--- config.mk ---
export PLATFORM = sky130hd
export DESIGN_NAME = jpeg_exif_orientation_parser_top_flat
export DESIGN_NICKNAME = d
export VERILOG_FILES = /design/src/rtl/core/jeop_pkg.sv /design/src/rtl/core/jeop_if.sv /design/src/rtl/core/jpeg_exif_orientation_parser_top.sv /design/src/flat_wrapper.sv
export SDC_FILE = /design/constraint.sdc
export NUM_CORES = 1
export LEC_CHECK = 0
export ABC_AREA = 1
export ABC_CLOCK_PERIOD_IN_PS = 4400
export BUFFER_PORTS_ARGS = -buffer_cell sky130_fd_sc_hd__clkbuf_2
export CELL_PAD_IN_SITES_DETAIL_PLACEMENT = 1
export CELL_PAD_IN_SITES_GLOBAL_PLACEMENT = 2
export CORE_UTILIZATION = 32
export DETAILED_ROUTE_END_ITERATION = 7
export PLACE_DENSITY = 0.86
export SLEW_MARGIN = 30
export SYNTH_ARGS = -nofsm -noshare
export SYNTH_HDL_FRONTEND = slang
export SYNTH_SLANG_ARGS = --single-unit
--- constraint.sdc ---
create_clock -name clk -period 4.4 [get_ports clk]
set_input_delay 0.66 -clock clk [delete_from_list [all_inputs] [get_ports clk]]
set_output_delay 0.66 -clock clk [all_outputs]
set_load 0.05 [all_outputs]
--- src/rtl/core/jeop_pkg.sv ---
// Shared constants and helpers for the JPEG Exif orientation reader.
// No dependencies; used by the channel interfaces and the top level.
package jeop_pkg;

  localparam int unsigned BYTE_W   = 8;
  localparam int unsigned ORIENT_W = 4;

  // Marker codes.
  localparam logic [7:0] MARK_PREFIX = 8'hFF;
  localparam logic [7:0] MARK_SOI    = 8'hD8;
  localparam logic [7:0] MARK_SOS    = 8'hDA;
  localparam logic [7:0] MARK_EOI    = 8'hD9;
  localparam logic [7:0] MARK_APP1   = 8'hE1;

  // TIFF header and IFD entry constants.
  localparam logic [15:0] BO_INTEL    = 16'h4949;
  localparam logic [15:0] BO_MOTOROLA = 16'h4D4D;
  localparam logic [15:0] TIFF_MAGIC  = 16'd42;
  localparam logic [15:0] ORIENT_TAG  = 16'h0112;
  localparam logic [15:0] TYPE_SHORT  = 16'd3;
  localparam logic [3:0]  ENTRY_LAST  = 4'd11;  // index of the twelfth entry byte

  localparam logic [ORIENT_W-1:0] ORIENT_DEFAULT = 4'd1;
  localparam logic [ORIENT_W-1:0] ORIENT_MAX     = 4'd8;

  // Bytes of the Exif identifier "Exif\0\0".
  function automatic logic [7:0] exif_id_byte(input logic [2:0] idx);
    logic [7:0] r;
    case (idx)
      3'd0:    r = 8'h45;
      3'd1:    r = 8'h78;
      3'd2:    r = 8'h69;
      3'd3:    r = 8'h66;
      default: r = 8'h00;
    endcase
    return r;
  endfunction

  function automatic logic [15:0] get16(input logic [15:0] v, input logic le);
    return le ? {v[7:0], v[15:8]} : v;
  endfunction

  function automatic logic [31:0] get32(input logic [31:0] v, input logic le);
    return le ? {v[7:0], v[15:8], v[23:16], v[31:24]} : v;
  endfunction

endpackage

--- src/rtl/core/jeop_if.sv ---
// Valid/ready channel interfaces for the JPEG Exif orientation reader.
// Depends on jeop_pkg for the payload widths.
interface jeop_in_if;
  logic                           valid;
  logic                           ready;
  logic [jeop_pkg::BYTE_W-1:0]    data_byte;
  logic                           last_byte;

  modport source (output valid, output data_byte, output last_byte, input ready);
  modport sink   (input valid, input data_byte, input last_byte, output ready);
endinterface

interface jeop_out_if;
  logic                           valid;
  logic                           ready;
  logic [jeop_pkg::ORIENT_W-1:0]  orientation;
  logic                           tag_found;

  modport source (output valid, output orientation, output tag_found, input ready);
  modport sink   (input valid, input orientation, input tag_found, output ready);
endinterface

--- src/rtl/core/jpeg_exif_orientation_parser_top.sv ---
// Each result is registered: it shows on the output channel in the cycle after its byte.
// Throughput: one byte per cycle unless stalled; each accepted byte updates the parse state.
// The only stall comes from the single result register when it is full and not taken.
// Reset (rst_n low, synchronous) returns the parser to waiting for the first SOI byte and
// empties the result register.
// Depends on jeop_pkg and the channel interfaces in jeop_if.sv.
module jpeg_exif_orientation_parser_top (
  input  logic      clk,
  input  logic      rst_n,
  jeop_in_if.sink   in_ch,
  jeop_out_if.source out_ch
);

  // The parser walks the stream one byte at a time. Each phase below handles one kind of
  // byte: the SOI marker, a marker prefix and code, the two length bytes, skipped payload,
  // the Exif identifier, the TIFF header, the gap up to IFD0, the entry count, the twelve
  // bytes of each directory entry, the rest of a matching segment and bytes after a result.
  typedef enum logic [3:0] {
    PH_SOI0, PH_SOI1, PH_MARK_FF, PH_MARK_CODE, PH_LEN_HI, PH_LEN_LO, PH_SKIP,
    PH_EXIF_ID, PH_TIFF_HDR, PH_SEEK_IFD, PH_COUNT, PH_ENTRY, PH_ENTRY_SKIP,
    PH_WAIT, PH_DONE
  } phase_t;

  phase_t      phase_r, phase_nxt;
  logic [15:0] seg_rem_r, seg_rem_nxt;
  logic [15:0] tiff_size_r, tiff_size_nxt;
  logic [15:0] tiff_pos_r, tiff_pos_nxt;
  logic        le_r, le_nxt;
  logic [31:0] shift_r, shift_nxt;
  logic [15:0] ifd_off_r, ifd_off_nxt;
  logic [15:0] entries_r, entries_nxt;
  logic [3:0]  ebi_r, ebi_nxt;
  logic [3:0]  pending_r, pending_nxt;

  logic                          out_valid_r, out_valid_nxt;
  logic [jeop_pkg::ORIENT_W-1:0] out_orient_r, out_orient_nxt;
  logic                          out_found_r, out_found_nxt;

  // Per-byte working values.
  logic        accept;
  logic [7:0]  b;
  logic [15:0] seg_dec;
  logic [31:0] shift_in;
  logic [15:0] seglen;
  logic [15:0] seg_after_len;
  logic [31:0] ifd32;
  logic [15:0] pos_inc;
  logic [15:0] cnt;
  logic [19:0] need;
  logic [15:0] avail;
  logic [15:0] val16;
  logic [3:0]  ebi_inc;
  logic        fin;
  logic [jeop_pkg::ORIENT_W-1:0] fin_orient;
  logic        fin_found;

  // The result register parts the two sides: a new byte is taken whenever the register
  // is empty or its request is being taken in this cycle.
  assign in_ch.ready        = !out_valid_r || out_ch.ready;
  assign accept             = in_ch.valid && in_ch.ready;
  assign out_ch.valid       = out_valid_r;
  assign out_ch.orientation = out_orient_r;
  assign out_ch.tag_found   = out_found_r;

  assign b        = in_ch.data_byte;
  // Payload bytes count down the segment, saturating at zero.
  assign seg_dec  = seg_rem_r - {15'd0, (seg_rem_r != 16'd0)};
  assign shift_in = {shift_r[23:0], b};
  assign seglen   = {shift_r[7:0], b};
  assign seg_after_len = seglen - 16'd2;
  assign ifd32    = jeop_pkg::get32(shift_in, le_r);
  assign pos_inc  = tiff_pos_r + 16'd1;
  assign cnt      = jeop_pkg::get16(shift_in[15:0], le_r);
  // Bytes that IFD0 needs: the count field and twelve bytes per entry.
  assign need     = 20'd2 + {1'b0, cnt, 3'b000} + {2'b00, cnt, 2'b00};
  assign avail    = tiff_size_r - ifd_off_r;
  assign val16    = jeop_pkg::get16(shift_in[15:0], le_r);
  assign ebi_inc  = ebi_r + 4'd1;

  always_comb begin
    phase_nxt     = phase_r;
    seg_rem_nxt   = seg_rem_r;
    tiff_size_nxt = tiff_size_r;
    tiff_pos_nxt  = tiff_pos_r;
    le_nxt        = le_r;
    shift_nxt     = shift_r;
    ifd_off_nxt   = ifd_off_r;
    entries_nxt   = entries_r;
    ebi_nxt       = ebi_r;
    pending_nxt   = pending_r;
    fin           = 1'b0;
    fin_orient    = jeop_pkg::ORIENT_DEFAULT;
    fin_found     = 1'b0;

    case (phase_r)
      PH_SOI0: begin
        if (b == jeop_pkg::MARK_PREFIX) phase_nxt = PH_SOI1;
        else fin = 1'b1;
      end
      PH_SOI1: begin
        if (b == jeop_pkg::MARK_SOI) phase_nxt = PH_MARK_FF;
        else fin = 1'b1;
      end
      PH_MARK_FF: begin
        if (b == jeop_pkg::MARK_PREFIX) phase_nxt = PH_MARK_CODE;
        else fin = 1'b1;
      end
      PH_MARK_CODE: begin
        // Start of scan or end of image before any Exif data means no tag.
        if (b == jeop_pkg::MARK_SOS || b == jeop_pkg::MARK_EOI) begin
          fin = 1'b1;
        end else begin
          shift_nxt = {24'd0, b};
          phase_nxt = PH_LEN_HI;
        end
      end
      PH_LEN_HI: begin
        shift_nxt = {16'd0, shift_r[7:0], b};
        phase_nxt = PH_LEN_LO;
      end
      PH_LEN_LO: begin
        if (seglen < 16'd2) begin
          fin = 1'b1;
        end else begin
          seg_rem_nxt = seg_after_len;
          if (shift_r[15:8] == jeop_pkg::MARK_APP1 && seg_after_len >= 16'd6) begin
            tiff_size_nxt = seg_after_len - 16'd6;
            ebi_nxt       = 4'd0;
            phase_nxt     = PH_EXIF_ID;
          end else begin
            phase_nxt = (seg_after_len == 16'd0) ? PH_MARK_FF : PH_SKIP;
          end
        end
      end
      PH_SKIP: begin
        seg_rem_nxt = seg_dec;
        if (seg_dec == 16'd0) phase_nxt = PH_MARK_FF;
      end
      PH_EXIF_ID: begin
        seg_rem_nxt = seg_dec;
        // An APP1 that is not Exif is skipped as an ordinary segment.
        if (b != jeop_pkg::exif_id_byte(ebi_r[2:0])) begin
          phase_nxt = (seg_dec == 16'd0) ? PH_MARK_FF : PH_SKIP;
        end else begin
          ebi_nxt = ebi_inc;
          if (ebi_inc >= 4'd6) begin
            if (tiff_size_r < 16'd8) begin
              fin = 1'b1;
            end else begin
              tiff_pos_nxt = 16'd0;
              phase_nxt    = PH_TIFF_HDR;
            end
          end
        end
      end
      PH_TIFF_HDR: begin
        seg_rem_nxt = seg_dec;
        shift_nxt   = shift_in;
        if (tiff_pos_r == 16'd1) begin
          if (shift_in[15:0] == jeop_pkg::BO_INTEL) le_nxt = 1'b1;
          else if (shift_in[15:0] == jeop_pkg::BO_MOTOROLA) le_nxt = 1'b0;
          else fin = 1'b1;
        end else if (tiff_pos_r == 16'd3) begin
          if (jeop_pkg::get16(shift_in[15:0], le_r) != jeop_pkg::TIFF_MAGIC) fin = 1'b1;
        end else if (tiff_pos_r == 16'd7) begin
          // The offset must lie past the header and leave room for the count.
          if (ifd32 < 32'd8 || ifd32 >= {16'd0, tiff_size_r} ||
              ({16'd0, tiff_size_r} - ifd32) < 32'd2) begin
            fin = 1'b1;
          end
          ifd_off_nxt = ifd32[15:0];
        end
        if (!fin) begin
          tiff_pos_nxt = pos_inc;
          if (pos_inc >= 16'd8) begin
            ebi_nxt   = 4'd0;
            phase_nxt = (pos_inc == ifd32[15:0]) ? PH_COUNT : PH_SEEK_IFD;
          end
        end
      end
      PH_SEEK_IFD: begin
        seg_rem_nxt  = seg_dec;
        tiff_pos_nxt = pos_inc;
        if (pos_inc == ifd_off_r) begin
          ebi_nxt   = 4'd0;
          phase_nxt = PH_COUNT;
        end
      end
      PH_COUNT: begin
        seg_rem_nxt = seg_dec;
        shift_nxt   = shift_in;
        ebi_nxt     = ebi_inc;
        if (ebi_inc >= 4'd2) begin
          entries_nxt = cnt;
          if ({4'd0, avail} < need || cnt == 16'd0) begin
            fin = 1'b1;
          end else begin
            ebi_nxt   = 4'd0;
            phase_nxt = PH_ENTRY;
          end
        end
      end
      PH_ENTRY, PH_ENTRY_SKIP: begin
        seg_rem_nxt = seg_dec;
        shift_nxt   = shift_in;
        if (phase_r == PH_ENTRY && ebi_r == 4'd9) begin
          // Value field of a matching entry: hold it until the segment ends.
          if (val16 < 16'd1 || val16 > {12'd0, jeop_pkg::ORIENT_MAX}) begin
            fin = 1'b1;
          end else begin
            pending_nxt = val16[3:0];
            phase_nxt   = PH_WAIT;
            if (seg_dec == 16'd0) begin
              fin        = 1'b1;
              fin_orient = val16[3:0];
              fin_found  = 1'b1;
            end
          end
        end else begin
          if (phase_r == PH_ENTRY && ebi_r == 4'd3) begin
            if (jeop_pkg::get16(shift_in[31:16], le_r) != jeop_pkg::ORIENT_TAG ||
                val16 != jeop_pkg::TYPE_SHORT) begin
              phase_nxt = PH_ENTRY_SKIP;
            end
          end else if (phase_r == PH_ENTRY && ebi_r == 4'd7) begin
            if (ifd32 != 32'd1) phase_nxt = PH_ENTRY_SKIP;
          end
          ebi_nxt = ebi_inc;
          if (ebi_r == jeop_pkg::ENTRY_LAST) begin
            ebi_nxt = 4'd0;
            if (entries_r <= 16'd1) begin
              entries_nxt = 16'd0;
              fin         = 1'b1;
            end else begin
              entries_nxt = entries_r - 16'd1;
              phase_nxt   = PH_ENTRY;
            end
          end
        end
      end
      PH_WAIT: begin
        seg_rem_nxt = seg_dec;
        if (seg_dec == 16'd0) begin
          fin        = 1'b1;
          fin_orient = pending_r;
          fin_found  = 1'b1;
        end
      end
      default: ;
    endcase

    if (fin) phase_nxt = PH_DONE;

    // The final byte of a stream always leaves exactly one request behind: the one this
    // byte produced, or a default result when none has been sent yet.
    if (in_ch.last_byte && !fin && phase_r != PH_DONE) begin
      fin        = 1'b1;
      fin_orient = jeop_pkg::ORIENT_DEFAULT;
      fin_found  = 1'b0;
    end

    out_valid_nxt  = out_valid_r && !out_ch.ready;
    out_orient_nxt = out_orient_r;
    out_found_nxt  = out_found_r;
    if (accept && fin) begin
      out_valid_nxt  = 1'b1;
      out_orient_nxt = fin_orient;
      out_found_nxt  = fin_found;
    end

    // After the final byte every stream starts afresh.
    if (in_ch.last_byte) begin
      phase_nxt     = PH_SOI0;
      seg_rem_nxt   = 16'd0;
      tiff_size_nxt = 16'd0;
      tiff_pos_nxt  = 16'd0;
      le_nxt        = 1'b0;
      shift_nxt     = 32'd0;
      ifd_off_nxt   = 16'd0;
      entries_nxt   = 16'd0;
      ebi_nxt       = 4'd0;
      pending_nxt   = jeop_pkg::ORIENT_DEFAULT;
    end
  end

  always_ff @(posedge clk) begin
    if (!rst_n) begin
      phase_r     <= PH_SOI0;
      seg_rem_r   <= 16'd0;
      tiff_size_r <= 16'd0;
      tiff_pos_r  <= 16'd0;
      le_r        <= 1'b0;
      shift_r     <= 32'd0;
      ifd_off_r   <= 16'd0;
      entries_r   <= 16'd0;
      ebi_r       <= 4'd0;
      pending_r   <= jeop_pkg::ORIENT_DEFAULT;
      out_valid_r <= 1'b0;
    end else begin
      if (accept) begin
        phase_r     <= phase_nxt;
        seg_rem_r   <= seg_rem_nxt;
        tiff_size_r <= tiff_size_nxt;
        tiff_pos_r  <= tiff_pos_nxt;
        le_r        <= le_nxt;
        shift_r     <= shift_nxt;
        ifd_off_r   <= ifd_off_nxt;
        entries_r   <= entries_nxt;
        ebi_r       <= ebi_nxt;
        pending_r   <= pending_nxt;
      end
      out_valid_r <= out_valid_nxt;
    end
    out_orient_r <= out_orient_nxt;
    out_found_r  <= out_found_nxt;
  end

  // A final byte always sends the parser back to the start of a stream.
  a_last_restarts: assert property (@(posedge clk) disable iff (!rst_n)
    accept && in_ch.last_byte |=> phase_r == PH_SOI0)
    else $error("parser did not restart after the final byte");

  // A found tag carries a legal orientation.
  a_found_range: assert property (@(posedge clk) disable iff (!rst_n)
    out_valid_r && out_found_r |->
      out_orient_r >= 4'd1 && out_orient_r <= jeop_pkg::ORIENT_MAX)
    else $error("found orientation out of range");

  // Every failure reports the default orientation.
  a_fail_default: assert property (@(posedge clk) disable iff (!rst_n)
    out_valid_r && !out_found_r |-> out_orient_r == jeop_pkg::ORIENT_DEFAULT)
    else $error("failure result without default orientation");

  // No byte is taken while a stalled request occupies the result register.
  a_no_overrun: assert property (@(posedge clk) disable iff (!rst_n)
    out_valid_r && !out_ch.ready |-> !in_ch.ready)
    else $error("input accepted while result register is blocked");

  // Once a result has been produced the parser waits quietly for the final byte.
  a_done_holds: assert property (@(posedge clk) disable iff (!rst_n)
    accept && phase_r == PH_DONE && !in_ch.last_byte |=> phase_r == PH_DONE)
    else $error("parser left the finished phase before the final byte");

endmodule
--- src/flat_wrapper.sv ---
// flat-port wrapper written by rule: the top's interface ports become plain ports
module jpeg_exif_orientation_parser_top_flat 
  (clk, rst_n, in_ch_valid, in_ch_data_byte, in_ch_last_byte, in_ch_ready, out_ch_valid, out_ch_orientation, out_ch_tag_found, out_ch_ready);
  jeop_in_if in_ch_i ();
  jeop_out_if out_ch_i ();
  input  logic clk;
  input  logic rst_n;
  input wire logic [$bits(in_ch_i.valid)-1:0] in_ch_valid;
  input wire logic [$bits(in_ch_i.data_byte)-1:0] in_ch_data_byte;
  input wire logic [$bits(in_ch_i.last_byte)-1:0] in_ch_last_byte;
  output wire logic [$bits(in_ch_i.ready)-1:0] in_ch_ready;
  output wire logic [$bits(out_ch_i.valid)-1:0] out_ch_valid;
  output wire logic [$bits(out_ch_i.orientation)-1:0] out_ch_orientation;
  output wire logic [$bits(out_ch_i.tag_found)-1:0] out_ch_tag_found;
  input wire logic [$bits(out_ch_i.ready)-1:0] out_ch_ready;
  assign in_ch_i.valid = in_ch_valid;
  assign in_ch_i.data_byte = in_ch_data_byte;
  assign in_ch_i.last_byte = in_ch_last_byte;
  assign in_ch_ready = in_ch_i.ready;
  assign out_ch_valid = out_ch_i.valid;
  assign out_ch_orientation = out_ch_i.orientation;
  assign out_ch_tag_found = out_ch_i.tag_found;
  assign out_ch_i.ready = out_ch_ready;
  jpeg_exif_orientation_parser_top u_core (.clk(clk), .rst_n(rst_n), .in_ch(in_ch_i), .out_ch(out_ch_i));
endmodule
* Word-level counts from Yosys, hierarchy flattened
Index checks and enable logic that the tools add are counted.
Widths: inputs -> output; s select.
** Word-level totals
- Bits of input ports :: 13
- Flip-flop bits (word level) :: 123
- Logic and storage cells :: 272
- Output and inout bits :: 7
** Cells by class
- $add $sub $neg :: 10
- Eq/ne operators :: 68
- $lt $le $gt $ge :: 13
- Reduce and logical (&&, ||, !) cells :: 53
- Muxes and demuxes :: 115
** Operator list (number)
- $mux 16 :: 23
- $mux 4 :: 44
- $pmux 24 s3 :: 1
- $pmux 16 s2 :: 2
- $logic_not 16->1 :: 3
- $mux 24 :: 2
- $pmux 16 s3 :: 1
- $pmux 4 s12 :: 1
- $eq 8x8->1 const B :: 5
- $eq 16x15->1 const B :: 2
- $eq 16x16->1 :: 2
- $eq 4x4->1 const B :: 8
- $ge 32x16->1 :: 1
- $lt 32x2->1 const B :: 1
- $lt 32x4->1 const B :: 1
- $mux 32 :: 1
- $ne 32x1->1 const B :: 1
- $sub 16x32->32 :: 1
- $mux 1 :: 31
- $ne 4x2->1 const B :: 7
- $pmux 7 s4 :: 1
- $pmux 4 s6 :: 1
- $add 2x19->20 const A :: 1
- $add 20x18->20 :: 1
- other kinds (62) :: 117

* Longest topological paths before layout
- Depth in word-level cells :: 16
- Gate-level depth with buffers :: 34

* Worst setup path after synthesis
Ideal clock, no wire load.
- Path kind :: register -> register
- Start point :: register u_core.le_r
- End point :: register u_core.out_orient_r (netlist bit u_core.out_ch.orientation[0]) (enable)
- Buffers on the path :: 3
- Stages on the path, launching flop included :: 30
- Library setup time :: 0.257 ns
- Arrival :: 4.072 ns
- Path slack :: 0.071 ns
- Cell sequence :: dfxtp_1 -> buf_6 -> inv_2 -> buf_2 -> buf_1 -> a21oi_1 -> inv_1 -> ha_1 -> fa_1 -> nand3_1 -> nand2_1 -> a21oi_1 -> o21bai_1 -> xnor2_1 -> ha_1 -> nand2_1 -> nor2_1 -> nand3_1 -> nand4_1 -> nand2_1 -> nand2_1 -> nand2_1 -> nor3_1 -> nand3_1 -> nand3_1 -> inv_1 -> nor2_4 -> nand2_1 -> nand2_1 -> inv_1
** Between the ends
- Word-level cells in the longest chain between the ends :: 15
** Ends and longest elaborated chain
- start, declared :: line jpeg_exif_orientation_parser_top.sv:28 : logic le_r, le_nxt;
- start signal, assigned :: line jpeg_exif_orientation_parser_top.sv:305 : le_r <= le_nxt;
- branches (longest 9 deep; another with $add 2x19->20)
- $pmux 1 s9 * :: line jpeg_exif_orientation_parser_top.sv:95 : case (phase_r)
- $logic_not 1->1 :: line jpeg_exif_orientation_parser_top.sv:256 : if (in_ch.last_byte && !fin && phase_r != PH_DONE) begin
- $logic_and 1x1->1 (2 in a row) :: line jpeg_exif_orientation_parser_top.sv:256
- $mux 1 * :: line jpeg_exif_orientation_parser_top.sv:256
- $logic_and 1x1->1 * :: line jpeg_exif_orientation_parser_top.sv:265 : if (accept && fin) begin
- end signal, assigned :: line jpeg_exif_orientation_parser_top.sv:314 : out_orient_r <= out_orient_nxt;
- end, declared :: line jpeg_exif_orientation_parser_top.sv:36 : logic [jeop_pkg::ORIENT_W-1:0] out_orient_r, out_orient_nxt;
Every way passes the cells marked *. The select of a mux whose other input is x is not followed.
A chain may end at the register's enable or synchronous reset.

* Final worst setup path
- Start point :: register u_core.le_r
- End point :: register u_core.out_orient_r (netlist bit u_core.out_ch.orientation[1]) (enable)
Same word-level chain as after synthesis.

==> results.json <==
{
  "status": "finished clean",
  "setup.worst_path.class": "reg2reg",
  "synth_nets": 2187,
  "hold_viol": 0,
  "ys_ff_latch": 123,
  "min_period_ns": 4.20,
  "slew_viol_final": 0,
  "cts_root_buffer": "clkbuf_16",
  "nNetsFinal": 2335,
  "drc": 0,
  "slew-limit-headroom_pct": 37.3,
  "synth_area_per_cell_um2": 6.15,
  "place_ws_ns": -0.196,
  "clockBufferDepth": 2,
  "antenna_cells": 0,
  "hold_class": "reg2reg",
  "grt_busiest_layer": "met2",
  "arrival_ns": 4.35,
  "synth_edf_count": 5,
  "grt_pass1_wl_mm": 83.3,
  "routed_wl_mm": 53.7,
  "utilization_pct": 39.9,
  "yosys_warnings": 0,
  "ir_drop_mv": 0.292,
  "setup_viol": 0,
  "dr.first_iter.drc_count": 929,
  "ys_async_sr_fraction_pct": 0,
  "antenna_left": 0,
  "ctsHoldBuffers": 0,
  "synth_area_leader_cell": "dfxtp_1",
  "met3_usage_pct": 3.14,
  "mappedNetlistArea_mm2": 0.0128,
  "synth-main-ff-cell": "dfxtp_1",
  "p_per_area_mw_per_mm2": 368,
  "drive_gt1_share_pct": 16.3,
  "place.gp.congestion": 0.951,
  "grt_max_degree": 45,
  "grt_remaining_overflow": 0,
  "htreeDepth": 4,
  "dp_cells": 2721,
  "cts_buffers": 17,
  "n_fill_cell": 5223,
  "path_max_fanout": 13,
  "start_util_pct": 32.8,
  "post-route-period-util_pct": 95.5,
  "p_leak_uw": 0.00743,
  "grt_usage_pct": 26.0,
  "insertion_delay_ns": 0.45,
  "dr_total_vias": 14807,
  "crit_path_end_kind": "flop",
  "antenna_found_initial": 1,
  "die_h_um": 202,
  "die_x_um": 202,
  "clock_skew_ns": 0.0161,
  "worstMarginPinSlew_ns": 0.941,
  "synth_top_area_share_pct": 18.4,
  "hpwlAfterDp_mm": 43.3,
  "ys_top_cells_by_area": "dfxtp_1, nand2_1, inv_1",
  "rsz0062_at_grt": "true",
  "syn2layout_area_growth_pct": 21.7,
  "via_per_inst": 5.36,
  "final_cells": 2763,
  "io_pins": 20,
  "synth_cell_types": 65,
  "syn_inst": 2084,
  "grt.met1_usage_pct": 33.7,
  "ys_seq_area_share_pct": 19.6,
  "setup_slack_ns": 0.198,
  "clock_sinks": 123,
  "met2_usage_pct": 43.3,
  "port_buffers": 19,
  "cp-start-kind": "flop",
  "grt_pass1_vias": 15167,
  "tritoncts": "yes",
  "path_clk_slew_ns": 0.07,
  "wl_per_cell_um": 19.4,
  "fmax_ghz": 0.238,
  "worstPathRequired_ns": 4.55,
  "fp-row-count": 72,
  "die-area_mm2": 0.0408,
  "fp.coreArea_mm2": 0.0391,
  "dr.pass1.iters": 5,
  "maxCapViolCount": 0
}
[flip-flops by register name (all words and copies together) (netlist names)]
register and count:
u_core.le_r 1, u_core.out_ch.tag_found 1, u_core.tiff_size_r 16, u_core.ebi_r 4, u_core.ifd_off_r 16, u_core.tiff_pos_r 16, u_core.phase_r 4, u_core.seg_rem_r 16
u_core.pending_r 4, u_core.entries_r 16, u_core.out_ch.orientation 4, u_core.out_ch.valid 1, u_core.shift_r 24
[area by class of cell]
class,count,area [um2],area share (%)
clock inverter,12,173,1.11
timing repair buffer,193,1510,9.66
tap,518,648,4.16
sequential,123,2520,16.2
multi-input combinational,1581,9110,58.5
inverter,316,1190,7.63
clock buffer,20,437,2.80
[cell usage in the layout, fill, tap and decap left out, types with 6 or more instances in the layout]
master | Yosys | final
o21bai_1 | 6 | 6
o21ai_2 | 6 | 14
nor3_1 | 45 | 41
nor2_2 | 8 | 13
nor4_1 | 14 | 13
nand2_2 | 4 | 15
a21oi_2 | 2 | 21
o21ai_0 | 72 | 64
o21ai_1 | 22 | 22
a32oi_1 | 11 | 11
inv_2 | 6 | 11
o211a_1 | 6 | 6
xor2_1 | 75 | 75
clkbuf_16 | 0 | 20
nand3b_1 | 7 | 7
nand3_1 | 104 | 98
clkbuf_2 | 1 | 19
inv_1 | 305 | 299
dfxtp_1 | 118 | 114
a211oi_1 | 40 | 39
xnor2_1 | 27 | 27
nand4_1 | 51 | 51
nor3_2 | 2 | 6
nor2_1 | 236 | 228
nand3_2 | 4 | 10
o211ai_1 | 10 | 10
a41oi_1 | 6 | 6
a21oi_1 | 181 | 161
o22ai_1 | 12 | 12
buf_4 | 3 | 166
nor2_4 | 5 | 8
ha_1 | 87 | 79
a211oi_2 | 8 | 9
nand2_1 | 484 | 472
[worst paths after layout]
check,from,endpoint,slack (ns),cells past startpoint
worst max register to register,u_core.le_r$_SDFFE_PN0P_,u_core.out_ch.orientation[1]$_SDFFCE_PP0P_,0.20,26
worst max-delay path,u_core.le_r$_SDFFE_PN0P_,u_core.out_ch.orientation[1]$_SDFFCE_PP0P_,0.20,26
worst min register to register,u_core.pending_r[2]$_SDFFE_PN0P_,u_core.pending_r[2]$_SDFFE_PN0P_,0.47,2
worst min-delay path,u_core.pending_r[2]$_SDFFE_PN0P_,u_core.pending_r[2]$_SDFFE_PN0P_,0.47,2
[power by group]
group	switching [uW]	leakage, uW	total, uW	internal (uW)
clock	579	0.000294	1520	944
combinational	1840	0.00613	2910	1070
sequential	92.5	0.00101	1300	1210
[logic make-up after synthesis]
logic type / synth area share [%]
xor+xnor: 7.10
buf+inv: 11.8
compound gates: 19.2
flops: 19.6
simple gates: 33.2
fa+ha+maj: 8.97
[Yosys cell counts (7+ instances only)]
master and instances:
xor2_1 75, inv_1 305, a32oi_1 11, nand3_1 104
buf_2 14, dfxtp_1 118, nand4_1 51, o21ai_1 22
nor2_2 8, clkbuf_1 35, o21ai_0 72, ha_1 87
nand2_1 484, xnor2_1 27, o22ai_1 12, nor3_1 45
a211oi_2 8, o211ai_1 10, a211oi_1 40, buf_6 8
a21oi_1 181, nand3b_1 7, nor2_1 236, nor4_1 14
[metal layers]
metal,up-vias,share of wire (%),routed length (um)
met5,-,0.019,10
met4,2,3.9,2090
li1,7161,-,-
met3,99,4.1,2230
met2,373,46,24900
met1,7172,46,24600
[through the flow]
step / power, uW / hold WS, ns / area (um2) / TNS, ns
after global routing: 6110 / 0.507 / 15600 / -0.387
after CTS: 5550 / 0.467 / 15100 / 0
after detailed placement: 4010 / 0.458 / 14500 / -2.78
final: 5730 / 0.467 / 15600 / 0
after floorplan: 3100 / 0.437 / 12800 / 0
after global placement: 3920 / 0.451 / 14500 / -0.0986
[timing repair]
item,4_1_cts,5_1_grt
gates resized for setup,12,85
pin swaps,3,22
setup buffers,1,6
endpoints found under the setup margin,12,29
cloned,0,3
[critical path, cell delays in order, from the launching register on]
cell,delay (ns)
dfxtp_4,0.37
buf_4,0.14
clkbuf_16,0.16
nand2_1,0.11
inv_1,0.05
a21oi_1,0.16
buf_4,0.19
inv_1,0.06
ha_1,0.33
nand2_1,0.13
nor2_2,0.07
nand3_1,0.11
o2111ai_1,0.19
xnor2_1,0.34
ha_4,0.27
buf_4,0.13
a211oi_2,0.20
nand2_2,0.10
nand2_2,0.07
nor3_2,0.04
nand3_2,0.12
nand3_2,0.11
inv_2,0.11
nor2_4,0.04
nand2_1,0.05
nand2_1,0.08
inv_2,0.16
(Power assumes the default switching activity.)
